### config.mk
export PLATFORM = sky130hd
export DESIGN_NAME = symint_ram
export DESIGN_NICKNAME = d
export VERILOG_FILES = /design/src/symint_pkg.sv /design/src/symint_ram.sv
export SDC_FILE = /design/constraint.sdc
export NUM_CORES = 1
export LEC_CHECK = 0
export ABC_AREA = 1
export BUFFER_PORTS_ARGS = -buffer_cell sky130_fd_sc_hd__buf_4
export CELL_PAD_IN_SITES_DETAIL_PLACEMENT = 1
export CELL_PAD_IN_SITES_GLOBAL_PLACEMENT = 1
export CORE_AREA = 4 4 272 274
export DETAILED_ROUTE_END_ITERATION = 16
export DIE_AREA = 0 0 276 278
export PLACE_DENSITY_LB_ADDON = 0.15
export SKIP_LAST_GASP = 1
export SLEW_MARGIN = 20
export SYNTH_ARGS = -nofsm -noshare
export SYNTH_HDL_FRONTEND = slang
export SYNTH_SLANG_ARGS = --single-unit
### constraint.sdc
create_clock -name clk -period 2.2 [get_ports clk]
set_clock_uncertainty 0.1 [all_clocks]
set_input_delay 0.22 -clock clk [delete_from_list [all_inputs] [get_ports clk]]
set_output_delay 0.22 -clock clk [all_outputs]
set_load 0.01 [all_outputs]
### src/symint_pkg.sv
`default_nettype none
package symint_pkg;

  localparam int TABLE_SLOTS_DEF    = 256;
  localparam int MAX_NAME_BYTES_DEF = 64;
  localparam int HASH_W             = 32;
  localparam int LIMIT_W            = 9;
  localparam int SLOT_OUT_W         = 8;

  localparam logic [HASH_W-1:0]  FNV_BASIS   = 32'h811C_9DC5;
  localparam logic [HASH_W-1:0]  FNV_PRIME   = 32'h0100_0193;
  localparam logic [LIMIT_W-1:0] LIMIT_RESET = 9'd192;

  typedef enum logic [1:0] {
    ST_FOUND    = 2'd0,
    ST_INSERTED = 2'd1,
    ST_FULL     = 2'd2,
    ST_TOO_LONG = 2'd3
  } status_t;

  function automatic int addr_w(input int depth);
    addr_w = (depth > 1) ? $clog2(depth) : 1;
  endfunction

endpackage
`default_nettype wire

### src/symint_ram.sv
`default_nettype none
module symint_ram
  import symint_pkg::*;
#(
  parameter int WIDTH = 8,
  parameter int DEPTH = 64
) (
  input  wire logic                     clk,
  input  wire logic                     we,
  input  wire logic [addr_w(DEPTH)-1:0] waddr,
  input  wire logic [WIDTH-1:0]         wdata,
  input  wire logic [addr_w(DEPTH)-1:0] raddr,
  output logic      [WIDTH-1:0]         rdata
);

  logic [WIDTH-1:0] mem [DEPTH];

  always_ff @(posedge clk) begin
    if (we) begin
      mem[waddr] <= wdata;
    end
    rdata <= mem[raddr];
  end

endmodule
`default_nettype wire

==> summary.txt <==
STA
  – Setup TNS: 0 ps
  – Fin. max-slew vios: 0
  – RSZ-0062 raised after global routing: false
  – Rel. slew slack: between 40% and 50%
  – F_max: just over 500 MHz
  – Fin crit period: 1950 ps
  – Endpoints failing setup: 0
  – Final hold viol count: 0
  – Fin crit share: around 89%
  – Worst Max-Slew Pin Slew: just over 800 ps

Drt
  – 1st-iter DRT viols: 850
  – Wire length per cell: approximately 23 um
  – Drt drc: 0
  – Via density per instance: a little under 5
  – Final WL: about 66 mm
  – Antenna viol nets, final: 0
  – Drt pass-1 iters: 5
  – Via count: approximately 14000

Yosys
  – Yosys reg bits: 520
  – Seq/Total Area, Yosys: about 73%
  – Synthesized instance count: roughly 1800
  – Syn nets: approximately 1800
  – Post-Synthesis Cell Area: 21300 um^2
  – Avg Cell Area, Syn: roughly 12 um^2
  – Yosys warnings: 0
  – Netlist cell types: 16

Power
  – Leak pwr: between 9 and 10 nW
  – Power per cell area: between 800 and 900 nW/um^2
  – Pwr Total: between 20 and 25 mW
  – Max VDD drop: 0.000578 V

Place
  – HPWL Detailed: 40.4 mm
  – Placed cell areas: ~23000 um^2
  – RePlAce Congestion: 0.753
  – IO buf count: 29
  – Post-placement cell count: 2792

Global routing
  – Initial antenna violation count: 3
  – Global-route wire length before repair: roughly 98 mm
  – GRT Util Overall: around 17%
  – Largest net degree at the start of global routing: 65
  – Via count of the first global-routing pass: ~15000
  – Grt ovf: 0

Setup path
  – CP Data Required Time: 2620 ps
  – WP data arrival: around 2400 ps
  – Critical path class: input port to flip-flop
  – CP Capture Type: flip-flop
  – CP peak stage delay: between 500 and 600 ps
  – Critical Path Start Type: input port
  – Reg2reg start: mem[55][3]$_DFFE_PP_
  – CP max stage cell: dlygate4sd3_1
  – Worst setup path startpoint: raddr[4]
  – Worst Path Max Fanout: 17
  – Cells along the critical path: dlygate4sd3_1, buf_4, inv_1, nand3_1, nand3_1, dlygate4sd3_1, nand2_1

Finish
  – # diodes: 0
  – Fraction of layout cells with a size suffix above 1: ~11%
  – Most frequent cells in the layout: 648 x nand2_1, 512 x edfxtp_1, 439 x nand3_1
  – Nets: roughly 1900
  – Commonest non-fill, non-tap cell in the layout: nand2_1
  – Fillers: slightly below 8000
  – Final non-filler cell area: between 20000 and 30000 um^2
  – Final Non-Filler Cells: 2907
  – Area grow syn2layout: 17.5%
  – Layout Utilization: between 30% and 40%

Run status
  – Outcome: completed

CTS
  – Reg clk slew, reported paths: approximately 60 ps
  – Root buffer cell: clkbuf_16
  – Clk buf depth: 3
  – CTS tree: built
  – CTS Buf Count: 58
  – # clock sinks: between 500 and 600
  – H-tree depth: 2
  – Worst-Skew Late Latency: roughly 630 ps
  – Postcts setup bufs: 0

Floorplan
  – Die X: ~280 um
  – Core footprint: 71400 um^2
  – I/O pin cnt: 30
  – Die ar.: 76700 um^2
  – Die height: between 200 and 300 um
  – Starting Density: about 30%
  – # rows: between 90 and 100

Hold path
  – Worst hold start: waddr[1]
  – HP Class: input port to flip-flop

Run
  – Max_cap viols: 0
## flip-flops by register name (all words and copies together), names as in the netlist
signal / cells
mem: 512
rdata: 8
## path summary, 6_finish.rpt
kind / end / slack [ps] / cells past startpoint
max: rdata[3]$_DFF_P_ / 250 / 7
min: mem[53][0]$_DFFE_PP_ / 90 / 3
max reg2reg: rdata[3]$_DFF_P_ / 350 / 9
min reg2reg: rdata[0]$_DFF_P_ / 750 / 8
## per-layer routing
| layer | track usage (%) | routed length [um] |
|---|---|---|
| met1 | 24.8 | 32600 |
| met4 | 3.27 | 1040 |
| met5 | 0 | 23 |
| met2 | 26.9 | 29900 |
| met3 | 2.58 | 2610 |
## synthesized netlist by cell type
library cell,number,share of area (%)
nor4_1,8,0.23
inv_6,1,0.041
clkbuf_1,15,0.26
nand4_1,9,0.26
edfxtp_1,512,72
nor2_1,56,0.99
buf_8,2,0.14
buf_4,14,0.49
inv_2,1,0.018
inv_1,10,0.18
buf_1,10,0.18
buf_2,37,0.87
buf_6,35,1.8
nand3_1,439,10
nand2_1,648,11
dfxtp_1,8,0.75
## cell type report
class	instances	area (um^2)	area share, %
clock buffers	74	1530	6.11
clock inverters	31	258	1.03
inverters	12	55.1	0.220
multi-input cells	1160	4950	19.7
flip-flops and latches	520	15500	62.0
well taps	950	1190	4.74
repair buffers	160	1560	6.21
## cell families (layout without fill, tap and decap cells)
kind of cell	after synthesis	count (layout)	share of synthesized area (%)
buffers and inverters	125	277	4.02
DFF	520	520	72.8
and+or+nand+nor	1160	1160	23.2
## critical path, delay by kind of cell
family / cells / cell delay, ps
buf+inv: 4 / 1810
simple gates: 3 / 310
## report_power, final
group	switching, mW	internal, mW	total [mW]
Clock	3.92	5.35	9.26
Sequential	0.0425	11.0	11.0
Combinational	1.07	0.424	1.50
## per-stage QoR
stage / worst slack (ps) / hold WS [ps]
CTS: 323 / 41.7
floorplan: 114 / 219
detailed placement: 117 / 497
finish: 252 / 94.2
global route: 151 / 72.5
global placement: 116 / 491
## repair_timing
item | in CTS | in global routing
gates resized for setup | 0 | 0
hold buffers | 10 | 0
hold endpoints to repair | 124 | 0
Note: power is estimated with default switching activity, not from simulation.
