**config.mk**
```make
export PLATFORM = sky130hd
export DESIGN_NAME = symint_hash
export DESIGN_NICKNAME = d
export VERILOG_FILES = /design/src/symint_pkg.sv /design/src/symint_hash.sv
export SDC_FILE = /design/constraint.sdc
export NUM_CORES = 1
export LEC_CHECK = 0
export BUFFER_PORTS_ARGS = -buffer_cell sky130_fd_sc_hd__buf_4
export CAP_MARGIN = 20
export CORE_MARGIN = 10
export CORE_UTILIZATION = 45
export CTS_CLUSTER_SIZE = 12
export DETAILED_ROUTE_END_ITERATION = 8
export GPL_ROUTABILITY_DRIVEN = 1
export PLACE_DENSITY = 0.61
export SYNTH_ARGS = -nofsm -noshare
export SYNTH_HDL_FRONTEND = slang
export SYNTH_SLANG_ARGS = --single-unit
```
**constraint.sdc**
```tcl
create_clock -name clk -period 8.9 [get_ports clk]
set_input_delay 0.89 -clock clk [delete_from_list [all_inputs] [get_ports clk]]
set_output_delay 0.89 -clock clk [all_outputs]
set_load 0.02 [all_outputs]
```
**src/symint_pkg.sv**
```systemverilog
`default_nettype none
package symint_pkg;

  localparam int TABLE_SLOTS_DEF    = 256;
  localparam int MAX_NAME_BYTES_DEF = 64;
  localparam int HASH_W             = 32;
  localparam int LIMIT_W            = 9;
  localparam int SLOT_OUT_W         = 8;

  localparam logic [HASH_W-1:0]  FNV_BASIS   = 32'h811C_9DC5;
  localparam logic [HASH_W-1:0]  FNV_PRIME   = 32'h0100_0193;
  localparam logic [LIMIT_W-1:0] LIMIT_RESET = 9'd192;

  typedef enum logic [1:0] {
    ST_FOUND    = 2'd0,
    ST_INSERTED = 2'd1,
    ST_FULL     = 2'd2,
    ST_TOO_LONG = 2'd3
  } status_t;

  function automatic int addr_w(input int depth);
    addr_w = (depth > 1) ? $clog2(depth) : 1;
  endfunction

endpackage
`default_nettype wire

```
**src/symint_hash.sv**
```systemverilog
`default_nettype none
module symint_hash
  import symint_pkg::*;
#(
  parameter int MAX_NAME_BYTES = MAX_NAME_BYTES_DEF,
  parameter int LEN_W          = $clog2(MAX_NAME_BYTES + 2)
) (
  input  wire logic                              clk,
  input  wire logic                              rst_n,
  input  wire logic                              accept,
  input  wire logic [7:0]                        name_byte,
  input  wire logic                              byte_present,
  input  wire logic                              last_byte,
  output logic      [HASH_W-1:0]                 hash_fin,
  output logic      [LEN_W-1:0]                  len_fin,
  output logic                                   pend_we,
  output logic      [addr_w(MAX_NAME_BYTES)-1:0] pend_waddr
);

  logic [HASH_W-1:0] hash_r, hash_nxt, hash_step;
  logic [LEN_W-1:0]  len_r, len_nxt;

  assign hash_step  = HASH_W'((hash_r ^ {24'd0, name_byte}) * FNV_PRIME);
  assign hash_fin   = byte_present ? hash_step : hash_r;
  assign len_fin    = (byte_present && (len_r <= LEN_W'(MAX_NAME_BYTES))) ?
                      len_r + LEN_W'(1) : len_r;
  assign pend_we    = accept && byte_present && (len_r < LEN_W'(MAX_NAME_BYTES));
  assign pend_waddr = len_r[addr_w(MAX_NAME_BYTES)-1:0];

  always_comb begin
    hash_nxt = hash_r;
    len_nxt  = len_r;
    if (accept) begin
      if (last_byte) begin
        hash_nxt = FNV_BASIS;
        len_nxt  = '0;
      end else begin
        hash_nxt = hash_fin;
        len_nxt  = len_fin;
      end
    end
  end

  always_ff @(posedge clk) begin
    if (!rst_n) begin
      hash_r <= FNV_BASIS;
      len_r  <= '0;
    end else begin
      hash_r <= hash_nxt;
      len_r  <= len_nxt;
    end
  end

endmodule
`default_nettype wire

```
==> flow_metrics.env, run 1 <==
export IMPL_track_usage=0.1860
export IMPL_first_iter_violations=275
export IMPL_fin_setup_tns_ns=0
export IMPL_wire_per_inst_um=18.10
export IMPL_worstHoldStart="hash_r[29]"
export IMPL_cts_tree="built"
export IMPL_via_count=5979
export IMPL_grt_overflow_total=0
export IMPL_setup_viol=0
export IMPL_pin_count=59
export IMPL_gp_congestion=0.9323
export IMPL_cts_buffers=5
export IMPL_grt_first_pass_wirelength_mm=33.19
export IMPL_cts_path_max_buffers=2
export IMPL_yosys_warnings=0
export IMPL_max_freq_mhz=128.4
export IMPL_syn_nets=1128
export IMPL_worstSetupStartpointType="primary input"
export IMPL_yosys_register_bits=39
export IMPL_critPathLaunch="name_byte[6]"
export IMPL_die_h_um=150.9
export IMPL_cpPeakStageDelay_ns=0.70
export IMPL_n_antenna_cell=0
export IMPL_drive_above_1_share=0.1056
export IMPL_start_util=0.4619
export IMPL_drc=0
export IMPL_crit_required_ns=8.01
export IMPL_cp_max_fo=6
export IMPL_die_w_um=150.9
export IMPL_cts_htree_levels=2
export IMPL_synth_area_sq_um=7714
export IMPL_rsz0062_at_grt="false"
export IMPL_ant_nets=0
export IMPL_min_path_cells=2
export IMPL_synth_avg_cell_area_sq_um=9.032
export IMPL_grt_antenna_before_repair=0
export IMPL_cts_resized=0
export IMPL_clock_root_buffer="clkbuf_16"
export IMPL_clk_latency_ns=0.30
export IMPL_timing_final_crit_share=0.8754
export IMPL_cp_cell_sequence="buf_4, xor2_1, ha_1, ha_1, fa_1, ha_1, fa_1, ha_1, inv_1, fa_1, inv_1, ha_1, a211oi_1, a21oi_1, o21ai_1, a211oi_1, o41ai_1, a21oi_1, mux2i_1, a211o_1, buf_4"
export IMPL_r2r_slack_ns=2.67
export IMPL_hp_class="flop to flop"
export IMPL_synthDistinctLibCells=61
export IMPL_ys_seq_area_frac=0.1012
export IMPL_numClockSinks=39
export IMPL_async_reset_ff_frac=0
export IMPL_dp_hpwl_mm=16.84
export IMPL_path_buf_inv=4
export IMPL_drt_first_pass_iters=5
export IMPL_critPathSlowestCell="o41ai_1"
export IMPL_path_clk_slew_ns=0.06
export IMPL_holdBufCountCts=0
export IMPL_area_delta_synth_final_pct=10.35
export IMPL_syn_instance_count=854
export IMPL_routed_wirelength_mm=20.27
export IMPL_fill_cells=1596
export IMPL_io_buffers=58
export IMPL_synth_flop_cell="dfxtp_1"
export IMPL_hold_violations=0
export IMPL_critical_path_top_delay_family="adder cells"
export IMPL_drv_slew=0
export IMPL_maxCapViolCount=0
export IMPL_status="finished, final reports clean"
export IMPL_arrival_ns=6.90
export IMPL_via_per_inst=5.338
export IMPL_end_kind="output port"
export IMPL_synth_edff_count=0
export IMPL_grt_pass1_vias=6123
export IMPL_r2r_start="hash_r[2]"
export IMPL_path_class="primary input to output port"
export IMPL_path_common_cell="ha_1"
export IMPL_cts_setup_buffers=0
export IMPL_holdPathEnd="hash_r[29]"
export IMPL_reg2reg_depth=19
export IMPL_die_area_sq_um=22780
export IMPL_core_sq_um=16700
export IMPL_tightest_slew_ns=0.8162
export IMPL_maxSlewHeadroom=0.4488
export IMPL_r2r_end="hash_r[30]"
export IMPL_grt_max_degree=42
export IMPL_skew_ns=0.003938
export IMPL_period_minus_slack_ns=7.791
export IMPL_hold_slack_ns=0.5139
export IMPL_std_cell_rows=47
export IMPL_nets=1173
state kept, by name (all words and copies together) (netlist names):
signal,flops
len_r,7
hash_r,32
Yosys cell counts, types with 2 or more instances:
library cell,n,share of area
and2_1,7,0.0057
a211o_1,2,0.0023
xnor2_1,30,0.034
dfxtp_1,39,0.10
ha_1,187,0.30
fa_1,74,0.19
o21ai_1,9,0.0058
a31o_1,2,0.0023
inv_1,172,0.084
o31ai_1,6,0.0058
a22oi_1,10,0.0097
nand4_1,3,0.0024
o211ai_1,3,0.0029
a21oi_1,25,0.016
a2bb2oi_1,2,0.0023
a32o_1,3,0.0039
buf_1,2,0.00097
a221o_1,2,0.0026
xor2_1,20,0.023
and3_1,3,0.0024
o21ai_0,16,0.010
nand3_1,9,0.0058
mux2_2,17,0.025
nand2b_1,7,0.0057
nor2b_1,14,0.011
a31oi_1,2,0.0016
a21boi_1,3,0.0029
a21o_1,8,0.0078
a211oi_1,8,0.0078
buf_4,6,0.0058
or2_2,2,0.0016
a22o_1,4,0.0045
nand2_1,57,0.028
nor3_1,8,0.0052
or3_1,4,0.0032
o21a_1,6,0.0058
o22ai_1,10,0.0081
nor2_1,30,0.015
clkbuf_1,15,0.0073
mux2i_1,6,0.0078
worst register-to-register path: cells and delay by family (launching register included):
kind            cells  cell delay, ns
fa+ha+maj           8            3.06
xor+xnor            1            0.55
buf+inv             2            0.09
flops               1            0.36
compound gates      8            2.06
metrics by stage:
step | cells | cell area (sq um) | util | setup WS (ns)
after global placement | 1112 | 8338 | 0.4993 | 1.352
after detailed placement | 1112 | 8338 | 0.4993 | 1.158
after floorplan | 854 | 7714 | - | 2.134
after global routing | 1120 | 8512 | 0.5097 | 0.8218
after CTS | 1120 | 8512 | 0.5097 | 1.145
final | 1120 | 8512 | 0.5097 | 1.109
kinds of logic after synthesis:
logic type	count (synthesis)	share of synthesized area
adder cells (fa/ha/maj)	261	0.4954
AND/OR/NAND/NOR	150	0.09262
buffers and inverters	196	0.09830
XOR/XNOR	50	0.05677
flip-flops	39	0.1012
AO/OA/AOI/OAI	135	0.1231
multiplexers	23	0.03260
how the worst max path moves through the flow:
stage | endpoint | slack [ns] | depth (start not counted)
floorplan | hash_fin[31] | 2.13 | 19
global placement | hash_fin[31] | 1.35 | 21
detailed placement | hash_fin[31] | 1.16 | 21
CTS | hash_fin[31] | 1.14 | 21
global route | hash_fin[31] | 0.82 | 21
finish | hash_fin[31] | 1.11 | 21
layer usage:
layer	global-route usage	share of wire	vias up
met5	0	0	-
met4	0.03898	0.012	0
met3	0.01879	0.033	13
met2	0.3139	0.48	124
met1	0.2516	0.47	2888
li1	-	-	2954
cell type report:
type | instances | area [sq um] | share of cell area
Clock buffer | 6 | 138.9 | 0.01632
Clock inverter | 2 | 35.03 | 0.004116
Inverter | 173 | 649.4 | 0.07629
Multi-Input combinational cell | 619 | 6175 | 0.7254
Sequential cell | 39 | 780.7 | 0.09172
Tap cell | 220 | 275.3 | 0.03234
Timing Repair Buffer | 61 | 457.9 | 0.05380
cells in the final DEF, fill, tap and decap left out, drive strengths merged, types with 6 or more instances in the layout:
cell type / count
ha: 187
inv: 173
fa: 74
buf: 61
nand2: 57
dfxtp: 39
xnor2: 30
nor2: 30
o21ai: 26
a21oi: 25
xor2: 20
mux2: 17
nor2b: 14
o22ai: 10
a22oi: 10
nand3: 9
a211oi: 8
a21o: 8
nor3: 8
and2: 7
nand2b: 7
o21a: 6
o31ai: 6
mux2i: 6
clkbuf: 6
Power of run 1 is left out: the tool's default activity adds up to more than one toggle a clock period on the data nets, which glitch-free logic cannot reach.
==> run 2: changes to the inputs <==
==> constraint.sdc (replaced) <==
create_clock -name clk -period 8.9 [get_ports clk]
set_input_delay 1.335 -clock clk [delete_from_list [all_inputs] [get_ports clk]]
set_output_delay 1.335 -clock clk [all_outputs]
set_load 0.02 [all_outputs]
==> run 2 against run 1 <==
  * Non-clock buffer count up 4
  * Sequential share of layout area about the same
  * Register-to-register slack better by 0.22 ns
  * Final area up 0.53%
  * Core utilization up 0.27 points
  * Die area unchanged
  * Critical endpoint is now hash_fin[30]
  * Highest routed layer unchanged
==> flow_metrics.env, run 2 (synthesis gave the netlist of run 1 again) <==
export IMPL_hold_violations=0
export IMPL_drt_first_pass_iters=5
export IMPL_maxSlewHeadroom=0.4581
export IMPL_die_area_sq_um=22780
export IMPL_via_count=5916
export IMPL_fill_cells=1606
export IMPL_holdBufCountCts=0
export IMPL_core_sq_um=16700
export IMPL_path_clk_slew_ns=0.07
export IMPL_grt_first_pass_wirelength_mm=33.36
export IMPL_critPathLaunch="name_byte[7]"
export IMPL_maxCapViolCount=0
export IMPL_grt_pass1_vias=6162
export IMPL_track_usage=0.1852
export IMPL_fin_setup_tns_ns=0
export IMPL_via_per_inst=5.263
export IMPL_ant_nets=0
export IMPL_dr_wl_met2_mm=9.580
export IMPL_cp_max_fo=6
export IMPL_n_antenna_cell=0
export IMPL_top_register="hash_r"
export IMPL_worstSetupStartpointType="primary input"
export IMPL_r2r_slack_ns=2.89
export IMPL_grt_antenna_before_repair=0
export IMPL_r2r_end="hash_r[30]"
export IMPL_final_util=0.5124
export IMPL_gp_congestion=0.8980
export IMPL_rsz0062_at_grt="false"
export IMPL_cts_path_max_buffers=2
export IMPL_cts_buffers=5
export IMPL_reg_largest_list="hash_r (32), len_r (7)"
export IMPL_cts_setup_buffers=0
export IMPL_timing_final_crit_share=0.9394
export IMPL_clk_latency_ns=0.30
export IMPL_clock_root_buffer="clkbuf_16"
export IMPL_status="finished, final reports clean"
export IMPL_die_w_um=150.9
export IMPL_period_minus_slack_ns=8.360
export IMPL_skew_ns=0.006530
export IMPL_numClockSinks=39
export IMPL_drc=0
export IMPL_max_freq_mhz=119.6
export IMPL_highest_layer="met4"
export IMPL_drive_above_1_share=0.1084
export IMPL_cts_htree_levels=2
export IMPL_pin_count=59
export IMPL_largest_reg_flops=32
export IMPL_drv_slew=0
export IMPL_dp_hpwl_mm=16.72
export IMPL_crit_required_ns=7.57
export IMPL_reg2reg_depth=20
export IMPL_end_kind="output port"
export IMPL_path_class="primary input to output port"
export IMPL_first_iter_violations=275
export IMPL_final_cell_mix="ha_1, inv_1, fa_1"
export IMPL_dr_wl_met3_um=647
export IMPL_hp_class="flop to flop"
export IMPL_die_h_um=150.9
export IMPL_grt_max_degree=42
export IMPL_setup_viol=0
export IMPL_grt_overflow_total=0
export IMPL_nets=1177
export IMPL_routed_wirelength_mm=20.24
export IMPL_r2r_start="hash_r[7]"
export IMPL_area_delta_synth_final_pct=10.93
export IMPL_cts_tree="built"
export IMPL_std_cell_rows=47
export IMPL_cts_resized=0
export IMPL_tightest_slew_ns=0.8128
export IMPL_start_util=0.4619
export IMPL_wire_per_inst_um=18.00
export IMPL_io_buffers=58
export IMPL_final_common_cell="ha_1"
export IMPL_arrival_ns=7.03
export IMPL_wl_met1_mm=9.813
export IMPL_endpoint="hash_fin[30]"
==> run 2: cell count changes in the layout (fill, tap and decap cells not counted), sizes merged <==
cell / previous run / this run
buf: 61 / 65
bufinv: 1 / 2
clkinv: 1 / 0
==> run 2: worst min-delay path by stage <==
| stage | from | endpoint | cells past startpoint |
|---|---|---|---|
| after floorplan | hash_r[29] | hash_r[29] | 2 |
| after global placement | hash_r[29] | hash_r[29] | 2 |
| after detailed placement | hash_r[29] | hash_r[29] | 2 |
| after CTS | hash_r[29] | hash_r[29] | 2 |
| after global routing | hash_r[2] | hash_r[2] | 2 |
| final | hash_r[29] | hash_r[29] | 2 |
==> run 2: layout make-up <==
cell class	instances	area, sq um	area share
flip-flops and latches	39	780.7	0.09124
well taps	220	275.3	0.03217
clock buffers	6	128.9	0.01506
inverters	173	649.4	0.07589
multi-input cells	619	6175	0.7216
repair buffers	65	488.0	0.05703
clock inverters	2	60.06	0.007019
==> run 2: critical path: stages <==
cell and delay [ns]:
buf_4 0.11, xnor2_1 0.30, inv_1 0.22, ha_1 0.32, ha_1 0.30, fa_1 0.48, ha_1 0.22, fa_1 0.49
ha_1 0.29, inv_1 0.05, fa_1 0.53, inv_1 0.04, ha_1 0.35, a21oi_1 0.16, nand2_1 0.07, a221oi_2 0.39
a31oi_1 0.25, o41a_1 0.49, o31ai_1 0.32, a21o_1 0.17, buf_4 0.14
==> run 2: through the flow <==
step	std cells	hold WS (ns)	setup WS [ns]	instance area, sq um
floorplan	854	0.4690	1.244	7714
global placement	1116	0.5022	0.6039	8368
detailed placement	1116	0.5063	0.5131	8368
CTS	1124	0.5157	0.5269	8557
global route	1124	0.5591	0.2220	8557
finish	1124	0.5225	0.5397	8557
==> run 2: routing by layer <==
metal	GRT usage	vias up
met2	0.3150	105
met5	0	-
met1	0.2532	2844
li1	-	2953
met3	0.01820	14
met4	0.02743	0
Power of run 2 is left out for the same reason.
