$ cat src/symint_pkg.sv
`default_nettype none
package symint_pkg;

  localparam int TABLE_SLOTS_DEF    = 256;
  localparam int MAX_NAME_BYTES_DEF = 64;
  localparam int HASH_W             = 32;
  localparam int LIMIT_W            = 9;
  localparam int SLOT_OUT_W         = 8;

  localparam logic [HASH_W-1:0]  FNV_BASIS   = 32'h811C_9DC5;
  localparam logic [HASH_W-1:0]  FNV_PRIME   = 32'h0100_0193;
  localparam logic [LIMIT_W-1:0] LIMIT_RESET = 9'd192;

  typedef enum logic [1:0] {
    ST_FOUND    = 2'd0,
    ST_INSERTED = 2'd1,
    ST_FULL     = 2'd2,
    ST_TOO_LONG = 2'd3
  } status_t;

  function automatic int addr_w(input int depth);
    addr_w = (depth > 1) ? $clog2(depth) : 1;
  endfunction

endpackage
`default_nettype wire

$ cat src/symint_probe.sv
`default_nettype none
module symint_probe
  import symint_pkg::*;
#(
  parameter int TABLE_SLOTS    = TABLE_SLOTS_DEF,
  parameter int MAX_NAME_BYTES = MAX_NAME_BYTES_DEF,
  parameter int LEN_W          = $clog2(MAX_NAME_BYTES + 2),
  parameter int SLOT_W         = addr_w(TABLE_SLOTS),
  parameter int BYTE_AW        = addr_w(TABLE_SLOTS * MAX_NAME_BYTES),
  parameter int PEND_AW        = addr_w(MAX_NAME_BYTES)
) (
  input  wire logic                      clk,
  input  wire logic                      rst_n,
  input  wire logic                      go,
  input  wire logic [HASH_W-1:0]         hash_in,
  input  wire logic [LEN_W-1:0]          len_in,
  input  wire logic [LIMIT_W-1:0]        insert_limit,
  output logic                           busy,
  output logic                           meta_we,
  output logic      [SLOT_W-1:0]         meta_addr,
  output logic      [HASH_W+LEN_W-1:0]   meta_wdata,
  input  wire logic [HASH_W+LEN_W-1:0]   meta_rdata,
  output logic      [PEND_AW-1:0]        pend_raddr,
  input  wire logic [7:0]                pend_rdata,
  output logic                           byte_we,
  output logic      [BYTE_AW-1:0]        byte_addr,
  input  wire logic [7:0]                byte_rdata,
  output logic                           res_valid,
  output logic      [SLOT_OUT_W-1:0]     res_slot,
  output status_t                        res_status,
  output logic      [HASH_W-1:0]         res_hash
);

  localparam int  CNT_W   = $clog2(TABLE_SLOTS + 1);
  localparam int  SWP_W   = $clog2(TABLE_SLOTS + 1);
  localparam bit  IS_POW2 = ((1 << SLOT_W) == TABLE_SLOTS);
  localparam int  PROD_W  = 2 * HASH_W + 1;
  localparam int  SHIFT   = HASH_W + SLOT_W;

  // The slot is hash mod slots, taken by a multiply with the rounded-up reciprocal.
  localparam logic [PROD_W-1:0] RECIP_FULL =
    ((PROD_W'(1) << SHIFT) + PROD_W'(TABLE_SLOTS) - PROD_W'(1)) / PROD_W'(TABLE_SLOTS);
  localparam logic [HASH_W-1:0] RECIP_LO = RECIP_FULL[HASH_W-1:0];
  localparam bit                RECIP_HI = RECIP_FULL[HASH_W];

  typedef enum logic [7:0] {
    S_IDLE    = 8'b0000_0001,
    S_MOD     = 8'b0000_0010,
    S_PROBE   = 8'b0000_0100,
    S_CHECK   = 8'b0000_1000,
    S_CMP_RD  = 8'b0001_0000,
    S_CMP_CK  = 8'b0010_0000,
    S_COPY_RD = 8'b0100_0000,
    S_COPY_WR = 8'b1000_0000
  } state_t;

  state_t              state_r, state_nxt;
  logic [HASH_W-1:0]   hash_r, hash_nxt;
  logic [LEN_W-1:0]    len_r, len_nxt;
  logic [SLOT_W-1:0]   slot_r, slot_nxt, slot_inc;
  logic [PROD_W-1:0]   prod_r, prod_nxt, prod_sum;
  logic [HASH_W-1:0]   quo_r, quo_nxt;
  logic [1:0]          mstep_r, mstep_nxt;
  logic [SWP_W-1:0]    sweep_r, sweep_nxt;
  logic [LEN_W-1:0]    idx_r, idx_nxt;
  logic [CNT_W-1:0]    count_r, count_nxt;
  logic                valid_r [TABLE_SLOTS];
  logic                set_valid;
  logic                out_valid_r, out_valid_nxt;
  logic [SLOT_OUT_W-1:0] out_slot_r, out_slot_nxt;
  status_t             out_status_r, out_status_nxt;
  logic [HASH_W-1:0]   out_hash_r, out_hash_nxt;
  logic                room;
  logic                idx_last;

  assign busy       = (state_r != S_IDLE);
  assign meta_addr  = slot_r;
  assign meta_wdata = {hash_r, len_r};
  assign pend_raddr = idx_r[PEND_AW-1:0];
  assign byte_addr  = BYTE_AW'(slot_r) * BYTE_AW'(MAX_NAME_BYTES) + BYTE_AW'(idx_r);
  assign res_valid  = out_valid_r;
  assign res_slot   = out_slot_r;
  assign res_status = out_status_r;
  assign res_hash   = out_hash_r;

  assign slot_inc  = (32'(slot_r) == TABLE_SLOTS - 1) ? '0 : slot_r + SLOT_W'(1);
  assign prod_sum  = prod_r + (RECIP_HI ? {1'b0, hash_r, {HASH_W{1'b0}}} : PROD_W'(0));
  assign room      = 32'(count_r) < 32'(insert_limit);
  assign idx_last  = (idx_r + LEN_W'(1)) == len_r;

  always_comb begin
    state_nxt      = state_r;
    hash_nxt       = hash_r;
    len_nxt        = len_r;
    slot_nxt       = slot_r;
    prod_nxt       = prod_r;
    quo_nxt        = quo_r;
    mstep_nxt      = mstep_r;
    sweep_nxt      = sweep_r;
    idx_nxt        = idx_r;
    count_nxt      = count_r;
    set_valid      = 1'b0;
    meta_we        = 1'b0;
    byte_we        = 1'b0;
    out_valid_nxt  = 1'b0;
    out_slot_nxt   = out_slot_r;
    out_status_nxt = out_status_r;
    out_hash_nxt   = out_hash_r;
    case (state_r)
      S_IDLE: begin
        if (go) begin
          hash_nxt  = hash_in;
          len_nxt   = len_in;
          sweep_nxt = '0;
          if (len_in > LEN_W'(MAX_NAME_BYTES)) begin
            out_valid_nxt  = 1'b1;
            out_slot_nxt   = '0;
            out_status_nxt = ST_TOO_LONG;
            out_hash_nxt   = hash_in;
          end else if (IS_POW2) begin
            slot_nxt  = hash_in[SLOT_W-1:0];
            state_nxt = S_PROBE;
          end else begin
            mstep_nxt = '0;
            state_nxt = S_MOD;
          end
        end
      end
      S_MOD: begin
        mstep_nxt = mstep_r + 2'd1;
        case (mstep_r)
          2'd0: prod_nxt = PROD_W'(64'(hash_r) * 64'(RECIP_LO));
          2'd1: quo_nxt = HASH_W'(prod_sum >> SHIFT);
          2'd2: quo_nxt = HASH_W'(quo_r * HASH_W'(TABLE_SLOTS));
          default: begin
            slot_nxt  = SLOT_W'(hash_r - quo_r);
            state_nxt = S_PROBE;
          end
        endcase
      end
      S_PROBE: begin
        if (!valid_r[slot_r]) begin
          if (room) begin
            set_valid = 1'b1;
            meta_we   = 1'b1;
            count_nxt = count_r + CNT_W'(1);
            idx_nxt   = '0;
            if (len_r == '0) begin
              out_valid_nxt  = 1'b1;
              out_slot_nxt   = SLOT_OUT_W'(slot_r);
              out_status_nxt = ST_INSERTED;
              out_hash_nxt   = hash_r;
              state_nxt      = S_IDLE;
            end else begin
              state_nxt = S_COPY_RD;
            end
          end else begin
            out_valid_nxt  = 1'b1;
            out_slot_nxt   = '0;
            out_status_nxt = ST_FULL;
            out_hash_nxt   = hash_r;
            state_nxt      = S_IDLE;
          end
        end else begin
          state_nxt = S_CHECK;
        end
      end
      S_CHECK: begin
        if (meta_rdata == {hash_r, len_r}) begin
          if (len_r == '0) begin
            out_valid_nxt  = 1'b1;
            out_slot_nxt   = SLOT_OUT_W'(slot_r);
            out_status_nxt = ST_FOUND;
            out_hash_nxt   = hash_r;
            state_nxt      = S_IDLE;
          end else begin
            idx_nxt   = '0;
            state_nxt = S_CMP_RD;
          end
        end else if (32'(sweep_r) == TABLE_SLOTS - 1) begin
          out_valid_nxt  = 1'b1;
          out_slot_nxt   = '0;
          out_status_nxt = ST_FULL;
          out_hash_nxt   = hash_r;
          state_nxt      = S_IDLE;
        end else begin
          slot_nxt  = slot_inc;
          sweep_nxt = sweep_r + SWP_W'(1);
          state_nxt = S_PROBE;
        end
      end
      S_CMP_RD: begin
        state_nxt = S_CMP_CK;
      end
      S_CMP_CK: begin
        if (pend_rdata != byte_rdata) begin
          if (32'(sweep_r) == TABLE_SLOTS - 1) begin
            out_valid_nxt  = 1'b1;
            out_slot_nxt   = '0;
            out_status_nxt = ST_FULL;
            out_hash_nxt   = hash_r;
            state_nxt      = S_IDLE;
          end else begin
            slot_nxt  = slot_inc;
            sweep_nxt = sweep_r + SWP_W'(1);
            state_nxt = S_PROBE;
          end
        end else if (idx_last) begin
          out_valid_nxt  = 1'b1;
          out_slot_nxt   = SLOT_OUT_W'(slot_r);
          out_status_nxt = ST_FOUND;
          out_hash_nxt   = hash_r;
          state_nxt      = S_IDLE;
        end else begin
          idx_nxt   = idx_r + LEN_W'(1);
          state_nxt = S_CMP_RD;
        end
      end
      S_COPY_RD: begin
        state_nxt = S_COPY_WR;
      end
      S_COPY_WR: begin
        byte_we = 1'b1;
        if (idx_last) begin
          out_valid_nxt  = 1'b1;
          out_slot_nxt   = SLOT_OUT_W'(slot_r);
          out_status_nxt = ST_INSERTED;
          out_hash_nxt   = hash_r;
          state_nxt      = S_IDLE;
        end else begin
          idx_nxt   = idx_r + LEN_W'(1);
          state_nxt = S_COPY_RD;
        end
      end
      default: begin
        state_nxt = S_IDLE;
      end
    endcase
  end

  always_ff @(posedge clk) begin
    if (!rst_n) begin
      state_r     <= S_IDLE;
      count_r     <= '0;
      out_valid_r <= 1'b0;
      for (int i = 0; i < TABLE_SLOTS; i++) begin
        valid_r[i] <= 1'b0;
      end
    end else begin
      state_r     <= state_nxt;
      count_r     <= count_nxt;
      out_valid_r <= out_valid_nxt;
      if (set_valid) begin
        valid_r[slot_r] <= 1'b1;
      end
    end
  end

  always_ff @(posedge clk) begin
    hash_r       <= hash_nxt;
    len_r        <= len_nxt;
    slot_r       <= slot_nxt;
    prod_r       <= prod_nxt;
    quo_r        <= quo_nxt;
    mstep_r      <= mstep_nxt;
    sweep_r      <= sweep_nxt;
    idx_r        <= idx_nxt;
    out_slot_r   <= out_slot_nxt;
    out_status_r <= out_status_nxt;
    out_hash_r   <= out_hash_nxt;
  end

endmodule
`default_nettype wire

$ cat config.mk
export PLATFORM = sky130hd
export DESIGN_NAME = symint_probe
export DESIGN_NICKNAME = d
export VERILOG_FILES = /design/src/symint_pkg.sv /design/src/symint_probe.sv
export SDC_FILE = /design/constraint.sdc
export NUM_CORES = 1
export LEC_CHECK = 0
export BUFFER_PORTS_ARGS = -buffer_cell sky130_fd_sc_hd__buf_4
export CORE_MARGIN = 3
export CORE_UTILIZATION = 45
export DETAILED_ROUTE_END_ITERATION = 10
export GPL_TIMING_DRIVEN = 0
export REMOVE_ABC_BUFFERS = 1
export SLEW_MARGIN = 30
export SYNTH_ARGS = -nofsm -noshare
export SYNTH_HDL_FRONTEND = slang
export SYNTH_SLANG_ARGS = --single-unit
$ cat constraint.sdc
create_clock -name clk -period 10.1 [get_ports clk]
set_input_delay 1.515 -clock clk [delete_from_list [all_inputs] [get_ports clk]]
set_output_delay 1.515 -clock clk [all_outputs]
set_load 0.02 [all_outputs]
==> results.ini <==
[placed_design]
dp.final_hpwl_mm=36.2
routabilityCongestion=0.852
placedCellCount=2395
numPortBuffers=218

[logic_synthesis]
syn-cell-area_mm2=0.0183
async_flop_share_pct=0
synth_edf_count=105
netlist_top_cells_area=dfxtp_1 (31%), edfxtp_1 (17%), mux4_2 (5.3%)
synth_ff_type=dfxtp_1
yosys-top-cells-count=dfxtp_1 (281), nand2_1 (227), edfxtp_1 (105)
yosys_register_bits=386
yosys_warnings=0
syn_area_per_cell_um2=10.2
post_synth_num_cell_types=70
synthCells=1789
synth_top_area_share_pct=30.8
synth_most_common_cell=dfxtp_1
synth_seq_area_share_pct=48.1
yosys.area.top_type=dfxtp_1

[global_routing]
antenna_found_initial=0
grt_first_pass_wirelength_mm=84.8
grt_start_max_net_pins=109
gr-total-overflow=0
first_global_vias=14400
grtUsageTotal_pct=24.3

[sta]
skew_ps=16.4
whs_ps=447
worst_pin_slew_ps=1010
drv_slew=0
fin_crit_sh_pct=60.5
finalHoldViolCount=0
period_minus_slack_ps=6110
relSlewSlack_pct=31.5
rsz0062_at_grt=no
max_freq_mhz=164
finalSetupTns_ps=0
setup_viol=0

[routing]
wl_per_cell_um=22.0
drtIter0Drc=1369
vias=14900
viasPerCell=6.03
drc=0
dr.pass1.iters=6
finalWirelength_mm=54.4
ant_nets=0

[layout]
syn2layout_area_growth_pct=18.7
utilization_pct=54.3
final_net_count=2037
finalNonFillerCells=2473
drive_above_1_share_pct=20.4
antenna_cells=0

[clocking]
worstSkewPairLatency_ps=560
hold_buffers=0
cts_resized=0
cts_buffers=42
post_cts_buffers=0
cts_root_buf=clkbuf_16
cts_max_level=2
clock-sinks=386
cts_tree=done
clockBufferDepth=3
clk_pin_slew_worst_paths_ps=60

[die]
die_w_um=207
core_area_mm2=0.0399
pin_count=219
dieHeight_um=207
dieArea_mm2=0.0430
fp-row-count=73
start_util_pct=45.8

[run_status]
status=completed

[pwr]
leakage_uw=0.00790
p_per_area_mw_per_mm2=188
peakVddDrop_mv=0.122

[critical_path]
r2r_setup_slack_ps=5330
worstPathRequired_ps=8590
path_cells=buf_16 > mux4_2 > o21a_1 > or3_1 > a221oi_1 > a2111oi_2 > o21ai_2 > nand3_4 > inv_8 > buf_4
arrival_ps=4590
crit_type=reg -> out
r2r-end=res_hash[27]
end_kind=output pin
critPathSlowestCell=nand3_4
max_stage_delay_ps=650
critPathMaxFanout=66
critPathLaunchType=flip-flop
r2r_cells=12
timing.critical_path.to=meta_we

[job]
maxCapViolations=0

[hold_path]
worstHoldStart=valid_r[238]
hold_class=reg -> reg

-- worst min-delay path by stage --
stage / endpoint / slack (ps) / cells after the start
3_5_place_dp: valid_r[94] / 440 / 2
6_report: valid_r[238] / 450 / 2
2_1_floorplan: valid_r[223] / 410 / 2
5_1_grt: valid_r[94] / 470 / 2
4_1_cts: valid_r[94] / 450 / 2
3_3_place_gp: valid_r[252] / 430 / 2
-- cells in the final DEF (no fill, tap or decap), types with 8 or more instances in the layout --
cell       netlist  layout
a21oi_1         16      16
a221o_1         33      32
a22o_1          72      72
a22oi_1         20      19
a32o_1          66      66
and3_1           9       9
buf_4           29     223
buf_8            1       8
clkbuf_16        0      45
clkinv_2         0      13
dfxtp_1        281     276
edfxtp_1       105     105
ha_1            17      17
inv_1           17      16
mux2_2          11      11
mux2i_1         52      52
mux4_2          43      43
nand2_1        227     224
nand2b_1        22      22
nand3_1         58      56
nand4_1         18      18
nor2_1         104     103
nor2b_1         15      13
nor3_1          80      79
nor4_1          12      11
o21a_1          36      35
o21ai_0         84      83
o31ai_1         69      69
or3_1            9       9
xnor2_1         45      45
xor2_1          36      36
-- final cells by class --
class,count,area [um^2]
well taps,525,657
clock inverters,20,183
flip-flops and latches,386,8790
repair buffers,246,2080
fillers,3515,18200
inverters,18,75.1
multi-input cells,1220,8660
clock buffers,58,1240
-- power by group --
part / total, uW / switching, uW / internal, uW
Sequential: 1780 / 111 / 1670
Clock: 1580 / 641 / 937
Combinational: 714 / 443 / 271
Total: 4070 / 1190 / 2880
-- layer usage --
layer,GRT usage (%),up-vias,share of wire [%]
met3,3.72,82,5.2
met4,7.07,0,2.4
met2,37.7,424,46
met1,35.4,7439,46
met5,0,-,0
li1,-,6955,-
-- logic make-up (layout without fill, tap and decap cells) --
family	after synthesis	in the layout	synth area share, %
AND/OR/NAND/NOR	577	577	14.5
adder cells (fa/ha/maj)	17	17	1.16
XOR/XNOR	81	81	3.88
buffers and inverters	183	342	4.88
flip-flops	386	386	48.1
AO/OA/AOI/OAI	439	439	18.7
multiplexers	106	106	8.83
-- metrics by stage --
| step | worst slack (ps) | cell area, um^2 | total power [uW] |
|---|---|---|---|
| after global routing | 3690 | 21700 | 4210 |
| final | 3990 | 21700 | 4070 |
| after floorplan | 2240 | 17400 | 2160 |
| after global placement | -845 | 19700 | 2490 |
| after CTS | 3960 | 21700 | 4100 |
| after detailed placement | 4060 | 20300 | 2520 |
-- sequential cells by signal (all words and copies together), names as in the netlist, 8 cells and up, named ones only --
register,cells
res_slot,8
res_hash,32
meta_addr,8
hash_r,32
valid_r,256
sweep_r,9
count_r,9
-- critical path, delay by kind of cell, from the launching register on --
kind                   cells  cell delay [ps]
AND/OR/NAND/NOR            2              990
AO/OA/AOI/OAI              4              820
multiplexers               1              570
buffers and inverters      3             1050
flip-flops                 1              520
Note: power is estimated with default switching activity, not from simulation.
